**src/rtl/manchester_pulse_width_decoder_assert.svh**
```systemverilog
// Assertion macros for the Manchester pulse-width decoder.
// Included by the RTL files that carry concurrent checks; no other dependencies.
`ifndef MANCHESTER_PULSE_WIDTH_DECODER_ASSERT_SVH
`define MANCHESTER_PULSE_WIDTH_DECODER_ASSERT_SVH

`ifndef SYNTHESIS

// Check a property on every rising clock edge outside reset.
`define MPWD_ASSERT(label, clk, rst_n, prop) \
    label: assert property (@(posedge clk) disable iff (!rst_n) (prop)) \
        else $error("mpwd assertion failed");

// Check that a condition never occurs outside reset.
`define MPWD_NEVER(label, clk, rst_n, cond) \
    label: assert property (@(posedge clk) disable iff (!rst_n) !(cond)) \
        else $error("mpwd forbidden condition seen");

`else

`define MPWD_ASSERT(label, clk, rst_n, prop)

`define MPWD_NEVER(label, clk, rst_n, cond)

`endif

`endif

```
**src/rtl/mpwd_pkg.sv**
```systemverilog
// Shared types, constants and decode table for the Manchester pulse-width decoder.
// No dependencies; used by every other RTL file of the block except the assertion header.
`timescale 1ns / 1ps

package mpwd_pkg;

    localparam int FRAME_BITS_DEF = 32;
    localparam int WIDTH_W        = 16;
    localparam int WORD_W         = 32;
    localparam int CFG_INDEX_W    = 2;

    localparam int HALF_BIT_TICKS  = 900;
    localparam int TOLERANCE_TICKS = 270;

    localparam logic [WIDTH_W-1:0] MIN_ONE_RST = WIDTH_W'(HALF_BIT_TICKS - TOLERANCE_TICKS);
    localparam logic [WIDTH_W-1:0] MAX_ONE_RST = WIDTH_W'(HALF_BIT_TICKS + TOLERANCE_TICKS);
    localparam logic [WIDTH_W-1:0] MIN_TWO_RST =
        WIDTH_W'(2 * HALF_BIT_TICKS - TOLERANCE_TICKS);
    localparam logic [WIDTH_W-1:0] MAX_TWO_RST =
        WIDTH_W'(2 * HALF_BIT_TICKS + TOLERANCE_TICKS);

    localparam logic REQ_EDGE = 1'b0;
    localparam logic REQ_READ = 1'b1;

    typedef enum logic [CFG_INDEX_W-1:0] {
        CFG_MIN_ONE_HALF = 2'd0,
        CFG_MAX_ONE_HALF = 2'd1,
        CFG_MIN_TWO_HALF = 2'd2,
        CFG_MAX_TWO_HALF = 2'd3
    } cfg_reg_t;

    typedef enum logic [1:0] {
        CLS_ONE   = 2'd0,
        CLS_TWO   = 2'd1,
        CLS_WRONG = 2'd2
    } pw_class_t;

    typedef enum logic [1:0] {
        ACT_ZERO    = 2'd0,
        ACT_ONE     = 2'd1,
        ACT_NONE    = 2'd2,
        ACT_INVALID = 2'd3
    } act_t;

    typedef struct packed {
        logic [WIDTH_W-1:0] min_one_half;
        logic [WIDTH_W-1:0] max_one_half;
        logic [WIDTH_W-1:0] min_two_half;
        logic [WIDTH_W-1:0] max_two_half;
    } windows_t;

    typedef struct packed {
        logic              frame_valid;
        logic [WORD_W-1:0] frame_word;
        logic              frame_pending;
    } result_t;

    // Edge direction, previous bit and pulse class to action; a wrong width resets the packet.
    function automatic act_t decode_action(input logic rising, input logic prev,
                                           input pw_class_t cls);
        act_t act;
        act = ACT_INVALID;
        unique case (cls)
            CLS_ONE:
            begin
                if (rising)
                    act = prev ? ACT_NONE : ACT_ZERO;
                else
                    act = prev ? ACT_ONE : ACT_NONE;
            end
            CLS_TWO:
            begin
                if (rising)
                    act = prev ? ACT_ZERO : ACT_INVALID;
                else
                    act = prev ? ACT_INVALID : ACT_ONE;
            end
            default:
            begin
                act = ACT_INVALID;
            end
        endcase
        return act;
    endfunction

endpackage

```
**src/rtl/mpwd_if.sv**
```systemverilog
// Valid/ready channel interfaces for request and result items.
// Depends on mpwd_pkg for field widths.
`timescale 1ns / 1ps

interface mpwd_req_if;
    logic                           valid;
    logic                           ready;
    logic                           req_type;
    logic [mpwd_pkg::WIDTH_W-1:0]   pulse_width;
    logic                           edge_rising;

    modport source (output valid, req_type, pulse_width, edge_rising, input ready);
    modport sink   (input valid, req_type, pulse_width, edge_rising, output ready);
endinterface

interface mpwd_rsp_if;
    logic                           valid;
    logic                           ready;
    logic                           frame_valid;
    logic [mpwd_pkg::WORD_W-1:0]    frame_word;
    logic                           frame_pending;

    modport source (output valid, frame_valid, frame_word, frame_pending, input ready);
    modport sink   (input valid, frame_valid, frame_word, frame_pending, output ready);
endinterface

```
**src/rtl/manchester_pulse_width_decoder.sv**
```systemverilog
// Top level of the Manchester pulse-width decoder: channels, registers, config port.
// Depends on mpwd_pkg, mpwd_if, mpwd_classify and mpwd_core.
// Usage:
//   req channel: each item is either an edge sample (req_type 0, with the pulse
//     width in timer ticks and the edge direction) or a read request (req_type 1).
//   rsp channel: exactly one result item per request item, in order. A read of
//     a complete frame returns frame_valid 1 with the word, first bit in the MSB;
//     every other item returns frame_valid 0 and a zero word. frame_pending shows
//     whether a frame waits to be read after the item.
//   cfg port: write cfg_data to window register cfg_index while cfg_we is high;
//     write only while no item is in flight.
// Path: an accepted item lands in the input register, is decoded when it advances
//   and is captured in the result register, which drives rsp.
// Throughput: one item per cycle while rsp takes its results; the single decode pass
//   between the input register and the result register sets that figure.
// Reset: rst_n clears the valid flags of both pipeline registers, restores the default
//   windows (630/1170/1530/2070 ticks) and restarts the packet, waiting for sync.
// Stall: when rsp is not taken the result register holds, the input register
//   holds its item and req.ready drops once both are full.
`timescale 1ns / 1ps

module manchester_pulse_width_decoder
#(
    parameter int FRAME_BITS = mpwd_pkg::FRAME_BITS_DEF
)
(
    input  logic                               clk,
    input  logic                               rst_n,
    mpwd_req_if.sink                           req,
    mpwd_rsp_if.source                         rsp,
    input  logic                               cfg_we,
    input  logic [mpwd_pkg::CFG_INDEX_W-1:0]   cfg_index,
    input  logic [mpwd_pkg::WIDTH_W-1:0]       cfg_data
);

    // Input register
    logic                           in_valid_reg;
    logic                           req_type_reg;
    logic [mpwd_pkg::WIDTH_W-1:0]   pulse_width_reg;
    logic                           edge_rising_reg;

    // Result register
    logic                           out_valid_reg;
    mpwd_pkg::result_t              result_reg;

    // Window registers
    mpwd_pkg::windows_t             win_reg;

    logic                           advance;
    logic                           in_take;
    mpwd_pkg::pw_class_t            cls;
    mpwd_pkg::result_t              result_next;

    // Advance the held item whenever the result register is free or being drained
    assign advance   = in_valid_reg && (!out_valid_reg || rsp.ready);
    assign req.ready = !in_valid_reg || advance;
    assign in_take   = req.valid && req.ready;

    assign rsp.valid         = out_valid_reg;
    assign rsp.frame_valid   = result_reg.frame_valid;
    assign rsp.frame_word    = result_reg.frame_word;
    assign rsp.frame_pending = result_reg.frame_pending;

    mpwd_classify u_classify
    (
        .win         (win_reg),
        .pulse_width (pulse_width_reg),
        .cls         (cls)
    );

    mpwd_core #(.FRAME_BITS(FRAME_BITS)) u_core
    (
        .clk         (clk),
        .rst_n       (rst_n),
        .step        (advance),
        .req_type    (req_type_reg),
        .edge_rising (edge_rising_reg),
        .cls         (cls),
        .result_next (result_next)
    );

    // Valid flags: drop on drain, set on fill
    always_ff @(posedge clk or negedge rst_n)
    begin
        if (!rst_n)
        begin
            in_valid_reg  <= 1'b0;
            out_valid_reg <= 1'b0;
        end
        else
        begin
            if (in_take)
                in_valid_reg <= 1'b1;
            else if (advance)
                in_valid_reg <= 1'b0;

            if (advance)
                out_valid_reg <= 1'b1;
            else if (rsp.ready)
                out_valid_reg <= 1'b0;
        end
    end

    // Payload: capture a new item, hold it while stalled
    always_ff @(posedge clk)
    begin
        if (in_take)
        begin
            req_type_reg    <= req.req_type;
            pulse_width_reg <= req.pulse_width;
            edge_rising_reg <= req.edge_rising;
        end
        if (advance)
            result_reg <= result_next;
    end

    // Window registers with their default tolerances
    always_ff @(posedge clk or negedge rst_n)
    begin
        if (!rst_n)
        begin
            win_reg.min_one_half <= mpwd_pkg::MIN_ONE_RST;
            win_reg.max_one_half <= mpwd_pkg::MAX_ONE_RST;
            win_reg.min_two_half <= mpwd_pkg::MIN_TWO_RST;
            win_reg.max_two_half <= mpwd_pkg::MAX_TWO_RST;
        end
        else if (cfg_we)
        begin
            unique case (mpwd_pkg::cfg_reg_t'(cfg_index))
                mpwd_pkg::CFG_MIN_ONE_HALF: win_reg.min_one_half <= cfg_data;
                mpwd_pkg::CFG_MAX_ONE_HALF: win_reg.max_one_half <= cfg_data;
                mpwd_pkg::CFG_MIN_TWO_HALF: win_reg.min_two_half <= cfg_data;
                mpwd_pkg::CFG_MAX_TWO_HALF: win_reg.max_two_half <= cfg_data;
            endcase
        end
    end

endmodule

```
**src/rtl/mpwd_classify.sv**
```systemverilog
// Pulse width classifier: 1T, 2T or wrong against exclusive window bounds.
// Depends on mpwd_pkg.
`timescale 1ns / 1ps

module mpwd_classify
(
    input  mpwd_pkg::windows_t               win,
    input  logic [mpwd_pkg::WIDTH_W-1:0]     pulse_width,
    output mpwd_pkg::pw_class_t              cls
);

    logic in_one;
    logic in_two;

    assign in_one = (pulse_width > win.min_one_half) && (pulse_width < win.max_one_half);
    assign in_two = (pulse_width > win.min_two_half) && (pulse_width < win.max_two_half);

    // 1T window wins when the windows overlap
    always_comb
    begin
        priority if (in_one)
            cls = mpwd_pkg::CLS_ONE;
        else if (in_two)
            cls = mpwd_pkg::CLS_TWO;
        else
            cls = mpwd_pkg::CLS_WRONG;
    end

endmodule

```
**src/rtl/mpwd_core.sv**
```systemverilog
// Decoder state: shift word, bit counter, previous bit, sync and ready flags.
// Depends on mpwd_pkg and manchester_pulse_width_decoder_assert.svh.
`timescale 1ns / 1ps
`include "manchester_pulse_width_decoder_assert.svh"

module mpwd_core
#(
    parameter int FRAME_BITS = mpwd_pkg::FRAME_BITS_DEF
)
(
    input  logic                  clk,
    input  logic                  rst_n,
    input  logic                  step,
    input  logic                  req_type,
    input  logic                  edge_rising,
    input  mpwd_pkg::pw_class_t   cls,
    output mpwd_pkg::result_t     result_next
);

    localparam int CNT_W = $clog2(FRAME_BITS);
    localparam logic [CNT_W-1:0] BITS_LEFT_RST = CNT_W'(FRAME_BITS - 1);

    logic [mpwd_pkg::WORD_W-1:0] shift_word_reg, shift_word_next;
    logic [CNT_W-1:0]            bits_left_reg, bits_left_next;
    logic                        previous_bit_reg, previous_bit_next;
    logic                        awaiting_sync_reg, awaiting_sync_next;
    logic                        frame_ready_reg, frame_ready_next;

    logic                        packet_reset;
    logic                        new_bit;
    logic [mpwd_pkg::WORD_W-1:0] merged_word;
    mpwd_pkg::act_t              act;

    assign act         = mpwd_pkg::decode_action(edge_rising, previous_bit_reg, cls);
    assign new_bit     = (act == mpwd_pkg::ACT_ONE);
    assign merged_word = shift_word_reg | mpwd_pkg::WORD_W'(new_bit);

    always_comb
    begin
        shift_word_next    = shift_word_reg;
        bits_left_next     = bits_left_reg;
        previous_bit_next  = previous_bit_reg;
        awaiting_sync_next = awaiting_sync_reg;
        frame_ready_next   = frame_ready_reg;
        packet_reset       = 1'b0;
        result_next        = '0;

        if (step)
        begin
            if (req_type == mpwd_pkg::REQ_READ)
            begin
                if (frame_ready_reg)
                begin
                    result_next.frame_valid = 1'b1;
                    result_next.frame_word  = shift_word_reg;
                    frame_ready_next        = 1'b0;
                    packet_reset            = 1'b1;
                end
            end
            else if (!frame_ready_reg)
            begin
                if (!edge_rising && awaiting_sync_reg)
                begin
                    awaiting_sync_next = 1'b0;
                end
                else
                begin
                    unique case (act)
                        mpwd_pkg::ACT_NONE:
                        begin
                        end
                        mpwd_pkg::ACT_INVALID:
                        begin
                            packet_reset = 1'b1;
                        end
                        mpwd_pkg::ACT_ZERO, mpwd_pkg::ACT_ONE:
                        begin
                            previous_bit_next = new_bit;
                            if (bits_left_reg != '0)
                            begin
                                shift_word_next = merged_word << 1;
                                bits_left_next  = bits_left_reg - CNT_W'(1);
                            end
                            else
                            begin
                                shift_word_next  = merged_word;
                                frame_ready_next = 1'b1;
                            end
                        end
                    endcase
                end
            end
        end

        if (packet_reset)
        begin
            shift_word_next    = '0;
            bits_left_next     = BITS_LEFT_RST;
            previous_bit_next  = 1'b1;
            awaiting_sync_next = 1'b1;
        end

        result_next.frame_pending = frame_ready_next;
    end

    always_ff @(posedge clk or negedge rst_n)
    begin
        if (!rst_n)
        begin
            shift_word_reg    <= '0;
            bits_left_reg     <= BITS_LEFT_RST;
            previous_bit_reg  <= 1'b1;
            awaiting_sync_reg <= 1'b1;
            frame_ready_reg   <= 1'b0;
        end
        else
        begin
            shift_word_reg    <= shift_word_next;
            bits_left_reg     <= bits_left_next;
            previous_bit_reg  <= previous_bit_next;
            awaiting_sync_reg <= awaiting_sync_next;
            frame_ready_reg   <= frame_ready_next;
        end
    end

    // Edges leave a waiting frame untouched
    `MPWD_ASSERT(a_frame_held, clk, rst_n,
        (step && frame_ready_reg && req_type == mpwd_pkg::REQ_EDGE) |=>
        (shift_word_reg == $past(shift_word_reg)) && frame_ready_reg)
    // A frame completes only on the last bit
    `MPWD_ASSERT(a_ready_on_last_bit, clk, rst_n,
        $rose(frame_ready_reg) |-> ($past(bits_left_reg) == '0))
    // Releasing a frame restarts the packet
    `MPWD_ASSERT(a_release_resets, clk, rst_n,
        (step && frame_ready_reg && req_type == mpwd_pkg::REQ_READ) |=>
        (!frame_ready_reg && awaiting_sync_reg && shift_word_reg == '0))

endmodule
```
**src/flat_wrapper.sv**
```systemverilog
// flat-port wrapper written by rule: the top's interface ports become plain ports
module manchester_pulse_width_decoder_flat 
#(
    parameter int FRAME_BITS = mpwd_pkg::FRAME_BITS_DEF
)
  (clk, rst_n, cfg_we, cfg_index, cfg_data, req_valid, req_req_type, req_pulse_width, req_edge_rising, req_ready, rsp_valid, rsp_frame_valid, rsp_frame_word, rsp_frame_pending, rsp_ready);
  mpwd_req_if req_i ();
  mpwd_rsp_if rsp_i ();
  input  logic clk;
  input  logic rst_n;
  input  logic cfg_we;
  input  logic [mpwd_pkg::CFG_INDEX_W-1:0] cfg_index;
  input  logic [mpwd_pkg::WIDTH_W-1:0] cfg_data;
  input wire logic [$bits(req_i.valid)-1:0] req_valid;
  input wire logic [$bits(req_i.req_type)-1:0] req_req_type;
  input wire logic [$bits(req_i.pulse_width)-1:0] req_pulse_width;
  input wire logic [$bits(req_i.edge_rising)-1:0] req_edge_rising;
  output wire logic [$bits(req_i.ready)-1:0] req_ready;
  output wire logic [$bits(rsp_i.valid)-1:0] rsp_valid;
  output wire logic [$bits(rsp_i.frame_valid)-1:0] rsp_frame_valid;
  output wire logic [$bits(rsp_i.frame_word)-1:0] rsp_frame_word;
  output wire logic [$bits(rsp_i.frame_pending)-1:0] rsp_frame_pending;
  input wire logic [$bits(rsp_i.ready)-1:0] rsp_ready;
  assign req_i.valid = req_valid;
  assign req_i.req_type = req_req_type;
  assign req_i.pulse_width = req_pulse_width;
  assign req_i.edge_rising = req_edge_rising;
  assign req_ready = req_i.ready;
  assign rsp_valid = rsp_i.valid;
  assign rsp_frame_valid = rsp_i.frame_valid;
  assign rsp_frame_word = rsp_i.frame_word;
  assign rsp_frame_pending = rsp_i.frame_pending;
  assign rsp_i.ready = rsp_ready;
  manchester_pulse_width_decoder #(.FRAME_BITS(FRAME_BITS)) u_core (.clk(clk), .rst_n(rst_n), .req(req_i), .rsp(rsp_i), .cfg_we(cfg_we), .cfg_index(cfg_index), .cfg_data(cfg_data));
endmodule
```
**config.mk**
```make
export PLATFORM = sky130hd
export DESIGN_NAME = manchester_pulse_width_decoder_flat
export DESIGN_NICKNAME = d
export VERILOG_FILES = /design/src/rtl/mpwd_pkg.sv /design/src/rtl/mpwd_if.sv /design/src/rtl/manchester_pulse_width_decoder.sv /design/src/rtl/mpwd_classify.sv /design/src/rtl/mpwd_core.sv /design/src/flat_wrapper.sv
export VERILOG_INCLUDE_DIRS = /design/src /design/src/rtl
export SDC_FILE = /design/constraint.sdc
export NUM_CORES = 1
export LEC_CHECK = 0
export BUFFER_PORTS_ARGS = -buffer_cell sky130_fd_sc_hd__buf_4
export CORE_MARGIN = 2
export CORE_UTILIZATION = 60
export CTS_BUF_LIST = sky130_fd_sc_hd__clkbuf_4 sky130_fd_sc_hd__clkbuf_8
export CTS_CLUSTER_DIAMETER = 30
export DETAILED_ROUTE_END_ITERATION = 16
export GPL_ROUTABILITY_DRIVEN = 0
export HOLD_SLACK_MARGIN = 0.05
export PLACE_DENSITY = 0.81
export REMOVE_ABC_BUFFERS = 1
export SYNTH_ARGS = -nofsm -noshare
export SYNTH_HDL_FRONTEND = slang
export SYNTH_HIERARCHICAL = 1
export SYNTH_SLANG_ARGS = --single-unit
```
**constraint.sdc**
```tcl
create_clock -name clk -period 6.1 [get_ports clk]
set_input_delay 0.305 -clock clk [delete_from_list [all_inputs] [get_ports clk]]
set_output_delay 0.305 -clock clk [all_outputs]
set_load 0.005 [all_outputs]
```
==> impl_results.md, run 1 <==
- Setup TNS: 0 ns
- Die area: 0.01370 mm2
- Post-synth EDFFs: 52
- IO buf count: 76
- Critical Path AT: 4.27 ns
- Worst skew pair latency: 0.45 ns
- Post-CTS sizing: 0
- Number of sinks on the clock net: 158
- Sequential element share of the synthesized area: between 50% and 60%
- Drt pass-1 iters: 5
- Fraction of registers with async set/reset: about two thirds
- Max Clk Rate: 0.2574 GHz
- IO Pins: 77
- Yosys cell types: 56
- Cell mode on critical path: a211oi_1
- CP Buf/Inv Count: 1
- WHS: ~0.11 ns
- Mean Syn Cell Area: 13.00 um2
- Worst slew pin tran: 1.070 ns
- CTS buffer count: 17
- Ant. Diodes: 0
- RSZ-0062 raised after global routing: false
- Pwr Density: between 300 and 400 mW/mm2
- Leakage power: just over 0.004 uW
- Largest net degree at the start of global routing: 56
- Die height: 117.1 um
- Via count: 4,897
- HPWL Detailed: just over 10,000 um
- DRT antenna net count: 0
- Vias in the first global route: slightly below 5,000
- CP delay by family, top: compound AO/OA/AOI/OAI gates
- WL/cell: 16.76 um
- Req. time, crit path: 6.49 ns
- Kind of start point of the critical path: flop
- Post-route clock skew: roughly 0.012 ns
- Crit-path max FO: 34
- Chip Width: 117.1 um
- Final WL: 14,700 um
- Initial DRC count: roughly 260
- Final Hold Violating Endpoints: 0
- Peak VDD IR: 205.0 uV
- Clk root buf: clkbuf_8
- Initial antenna violation count: 0
- TritonCTS clock tree: yes
- CP cell instances: inv_1, ha_1, nand4_1, nor4_1, a211oi_1, a211oi_1, o21a_1, nor4bb_1, nor2_1, a31oi_4, a22o_1
- Post-synth top area cell: dfrtp_1
- GRT Overall Usage: 23.05%
- Area Growth Syn to Fin: 16.88%
- Slowest Stage Delay on Critical Path: 0.79 ns
- Max_cap viols: 0
- Top area cells in the synthesized netlist: dfrtp_1 (25%), edfxtp_1 (20%), ha_1 (11%)
- Reg clk slew, reported paths: 0.08 ns
- Gr ovfl total: 0
- Fin crit share: 63.69%
- Status: completed
- Vias per Instance: 5.584
- Most used DFF post-synth: dfrtp_1
- Core Region: 0.01257 mm2
- Final Max Slew Viols: 0
- Slew HR: 28.62%
- Pwr Total: 2711 uW
- Layout cells sized above 1: 30.92%
- Share of the synthesized area in the top cell type: 25.12%
- Post-Syn Instances: a little under 600
- Site Rows: 41
- Flops & latches, synth: between 150 and 200
- Crit end category: flop
- Netlist Area Pre-Place: between 0.007 and 0.008 mm2
- H-tree levels: 4
- Setup-failing EPs final: 0
- Max Root-Sink Buffers: 2
- First-pass GRT wire length: 23,760 um
- Yosys warnings: 6
- Initial core utilization: 61.03%
- Remaining DRCs: 0
- Max FFs per register: 64
- # nets final: 798
- Worst Hold Class: primary input to flop
- Final min period: 3.885 ns
- Critical path class: flop to flop
- Crit-path slowest cell: a31oi_4
[cell usage after synthesis, types with 3 or more instances]
| master | instances |
|---|---|
| dfrtp_1 | 77 |
| inv_1 | 69 |
| ha_1 | 65 |
| mux2_2 | 64 |
| edfxtp_1 | 52 |
| and2_1 | 34 |
| a22o_1 | 31 |
| a21oi_1 | 29 |
| dfstp_2 | 29 |
| nand2_1 | 14 |
| o21ai_0 | 11 |
| nand3_1 | 10 |
| nand4_1 | 10 |
| nor2_1 | 10 |
| a21o_1 | 8 |
| nand2b_1 | 5 |
| nor2b_1 | 5 |
| nor3_1 | 5 |
| a211oi_1 | 4 |
| buf_2 | 4 |
| a221o_1 | 3 |
| buf_8 | 3 |
| clkbuf_1 | 3 |
| nand3b_1 | 3 |
[per-stage QoR]
step                util (%)  std cells  setup slack [ns]  area [um2]
finish                 71.33        877             2.215        8965
CTS                    71.33        877             2.281        8965
global route           71.33        877             1.879        8965
global placement       66.38        825             2.472        8343
detailed placement     66.38        825             2.311        8343
floorplan                  -        575             2.832        7542
[final cells by class]
cell class | instances | area [um2]
clock inverter | 14 | 180.2
fill | 817 | 3603
inverter | 69 | 259.0
tap | 172 | 215.2
multi-input combinational | 348 | 3033
sequential | 158 | 4250
clock buffer | 18 | 241.5
timing repair buffer | 98 | 785.8
[per-layer routing]
metal  share of wire, %  GRT usage [%]  vias up
li1                   -              -     2328
met1                 44          30.02     2409
met2                 49          37.65      134
met3                5.0          6.128       26
met4                1.7          8.314        0
met5                  0              0        -
[power breakdown]
group	switching [uW]	total [uW]	internal [uW]	leakage [uW]
clock	392	809	417	0.000214
combinational	304	577	273	0.00212
sequential	73.7	1330	1250	0.00180
[repair_timing]
item | CTS | global route
endpoints found under the hold margin | 58 | 0
buffers inserted | 0 | 0
hold buffers | 20 | 0
[logic make-up (layout without fill, tap and decap cells)]
group	count (synthesis)	after routing	synth area share, %
AO/OA/AOI/OAI	98	98	9.478
flip-flops	158	158	55.42
multiplexers	65	65	9.527
adder cells (fa/ha/maj)	65	65	10.60
buffers and inverters	84	199	5.041
XOR/XNOR	1	1	0.1142
AND/OR/NAND/NOR	119	119	9.820
[placed cells by master (no fill, tap or decap), types with 10 or more instances in the layout]
cell and instances:
buf_4 78, dfrtp_1 77, inv_1 69, ha_1 65, mux2_2 64, edfxtp_1 52, and2_1 34, a22o_1 31
a21oi_1 29, dfstp_2 29, dlygate4sd3_1 20, clkbuf_8 17, nand2_1 14, o21ai_0 11, nand4_1 10, nand3_1 10
nor2_1 10
[worst paths after layout]
kind | start | endpoint | slack, ns | cells after the start
worst max register to register | u_core/win_reg[24]$_DFFE_PN1P_ | u_core/u_core/shift_word_reg[23]$_DFFE_PN0P_ | 2.21 | 11
worst min register to register | u_core/u_core/shift_word_reg[31]$_DFFE_PN0P_ | u_core/u_core/shift_word_reg[31]$_DFFE_PN0P_ | 0.50 | 1
worst min-delay path | cfg_data[8] | u_core/win_reg[24]$_DFFE_PN1P_ | 0.11 | 2
min in group asynchronous | rst_n | u_core/win_reg[31]$_DFFE_PN0P_ | 0.41 | 2
worst max-delay path | u_core/win_reg[24]$_DFFE_PN1P_ | u_core/u_core/shift_word_reg[23]$_DFFE_PN0P_ | 2.21 | 11
max in group asynchronous | rst_n | u_core/u_core/shift_word_reg[17]$_DFFE_PN0P_ | 4.57 | 3
Note: power is estimated with default switching activity, not from simulation.
==> run 2: changes to the inputs <==
ABC_AREA = 1   (was not set)
PLACE_DENSITY = 0.8   (was 0.81)
clock period = 3.6 ns   (was 6.1 ns; I/O delays follow)
==> run 2 against run 1 <==
Die area rose by 9.3%. Sequential cell count stayed put. Hold slack improved by 0.049 ns. Critical endpoint is now u_core/u_core/shift_word_reg[29]$_DFFE_PN0P_.
==> impl_results.md, run 2 <==
- Post-Syn Instances: between 900 and 1,000
- Final Max Slew Viols: 0
- Worst skew pair latency: 0.46 ns
- Final Util: 70.95%
- Met3 GRT Util: between 4 and 5%
- Remaining DRCs: 0
- M2 GR Usage: 40.97%
- DRT antenna net count: 0
- Number of sinks on the clock net: roughly 160
- Vias in the first global route: 6,352
- GRT Overall Usage: 26.72%
- CP Buf/Inv Count: 3
- Die area: 0.01498 mm2
- Commonest non-fill, non-tap cell in the layout: nand2_1
- Post-synth EDFFs: 52
- Final WL: 19,040 um
- First-pass GRT wire length: 31,130 um
- Drt pass-1 iters: 7
- Yosys cell types: 34
- HPWL Detailed: 11,710 um
- Share of the synthesized area in the top cell type: between 20% and 30%
- Most instantiated cells after synthesis: nand2_1 (322), inv_1 (119), nor2_1 (85)
- R2r setup slk: 0.35 ns
- RSZ-0062 raised after global routing: false
- CTS buffer count: 17
- Site Rows: 43
- Fin crit share: between 90% and 100%
- # fillers: 1,064
- Max_cap viols: 0
- Critical path class: flop to flop
- Critical Path AT: 3.65 ns
- Initial DRC count: 768
- Setup-failing EPs final: 0
- Gr busiest metal: met2
- Setup WS post-layout: 0.3523 ns
- Clk root buf: clkbuf_8
- Flops & latches, synth: 158
- Post-synth top area cell: dfrtp_1
- Initial antenna violation count: 0
- Crit-path max FO: 27
- Sequential element share of the synthesized area: 50.54%
- Crit-path slowest cell: dfstp_2
- Slowest Stage Delay on Critical Path: 0.54 ns
- Most used DFF post-synth: dfrtp_1
- Post-route clock skew: about 0.0094 ns
- CP cell instances: inv_1, ha_1, nand2_1, nor2_1, nand4_1, nor2_1, nor2_1, nand2_1, nor2_1, nor2_1, nor2_1, nand2_1, nand2_2, inv_2, nand3_2, nand3_4, buf_4, nand3_1, nand2_1
- Grt met1 use: 39.05%
- Yosys warnings: 6
- Netlist Area Pre-Place: 0.008409 mm2
- Area Growth Syn to Fin: 16.20%
- Initial core utilization: 61.06%
- TritonCTS clock tree: yes
- Gr ovfl total: 0
- Final min period: 3.248 ns
- Core Region: 0.01377 mm2
- Crit end category: flop
- Largest net degree at the start of global routing: 76
- FF/Latch Area: around 0.0043 mm2
- Multi-input logic area: ~0.0034 mm2
- Most frequent cells in the layout: nand2_1 (322), inv_1 (119), nor2_1 (85), buf_4 (81), dfrtp_1 (77)
- DP Worst Slack: 0.3965 ns
- Kind of start point of the critical path: flop
- Vias per Instance: 5.400
- Peak VDD IR: 314.8 uV
- Die height: 122.4 um
- Slew HR: 33.40%
- Ant. Diodes: 0
- Via count: a little under 7,000
- # nets final: 1,189
- Chip Width: 122.4 um
- Fraction of registers with async set/reset: 67.09%
- Top area cells in the synthesized netlist: dfrtp_1 (23%), edfxtp_1 (19%), nand2_1 (14%)
- Final Hold Violating Endpoints: 0
- Max FFs per register: 64
- CP delay by family, top: simple AND/OR/NAND/NOR gates
- Reg clk slew, reported paths: 0.09 ns
- Worst Hold Class: primary input to flop
- IO buf count: 76
- Leakage power: 0.004797 uW
- Status: completed
- Cell mode on critical path: nor2_1
- IO Pins: 77
- Pwr Density: 501.3 mW/mm2
- Layout cells sized above 1: 15.42%
- Req. time, crit path: 4.00 ns
- Most frequent cell after synthesis: nand2_1
- Worst slew pin tran: 0.9980 ns
- Max Root-Sink Buffers: 2
- Max Clk Rate: 0.3079 GHz
- WL/cell: 14.92 um
- Mean Syn Cell Area: 8.511 um2
- H-tree levels: 4
run 2: changes by cell type in the layout (fill, tap and decap cells not counted), moves of 7 or more:
cell and change:
a21o_1 -7, a22o_1 -31, and2_1 -34, dlygate4sd3_1 +17
inv_1 +50, inv_2 +8, mux2_2 -64, nand2_1 +308
nand3_1 +54, nand4_1 +46, nor2_1 +75, o21ai_0 -7
run 2: path summary, 6_finish.rpt:
kind / from / cells past startpoint / endpoint
worst min register to register: u_core/win_reg[19]$_DFFE_PN1P_ / 2 / u_core/win_reg[19]$_DFFE_PN1P_
worst min-delay path: cfg_index[1] / 3 / u_core/win_reg[11]$_DFFE_PN1P_
min in group asynchronous: rst_n / 2 / u_core/win_reg[0]$_DFFE_PN0P_
max in group asynchronous: rst_n / 3 / u_core/win_reg[39]$_DFFE_PN1P_
worst max register to register: u_core/win_reg[54]$_DFFE_PN1P_ / 19 / u_core/u_core/shift_word_reg[29]$_DFFE_PN0P_
worst max-delay path: u_core/win_reg[54]$_DFFE_PN1P_ / 19 / u_core/u_core/shift_word_reg[29]$_DFFE_PN0P_
run 2: layout make-up:
class	instances	share of cell area [%]
clock buffer	19	2.612
clock inverter	13	1.050
inverter	132	5.070
multi-input combinational	654	35.13
sequential	158	43.50
tap	180	2.305
timing repair buffer	120	10.33
run 2: where the power goes:
part | leakage, uW | switching, uW | internal [uW]
Sequential | 0.00182 | 138 | 2150
Clock | 0.000178 | 700 | 516
Combinational | 0.00280 | 899 | 498
Total | 0.00480 | 1740 | 3160
run 2: cells by family after synthesis:
family,count (synthesis),synth area share (%)
simple gates,545,27.85
buf+inv,176,8.868
flops,158,50.54
fa+ha+maj,65,9.671
compound gates,44,3.065
run 2: tightest hold or removal path, cell delays in order:
cell	delay (ns)
buf_4	0.25
nand4_1	0.12
nand2_1	0.05
run 2: stage by stage:
step / setup TNS [ns] / cell area (um2) / instances / hold slack (ns) / total power (uW)
6_report: 0 / 9772 / 1276 / 0.1560 / 4898
5_1_grt: 0 / 9772 / 1276 / 0.1589 / 5194
4_1_cts: 0 / 9759 / 1276 / 0.1233 / 4881
3_5_place_dp: 0 / 9031 / 1207 / 0.3594 / 3632
2_1_floorplan: -16.16 / 8159 / 944 / -0.1156 / 3165
3_3_place_gp: 0 / 9031 / 1207 / 0.3579 / 3581
run 2: what timing repair did:
action                                  CTS  global route
endpoints found under the setup margin    0             1
hold endpoints to repair                140             0
gates resized for setup                   0             2
buffers inserted                          0             0
hold buffers                             37             0
run 2: per-layer routing:
metal  wire length [um]  vias to the layer above
met5                  0                        -
met4                306                        0
met3               1145                       26
met2               8990                      263
met1               8596                     3240
li1                   -                     3361
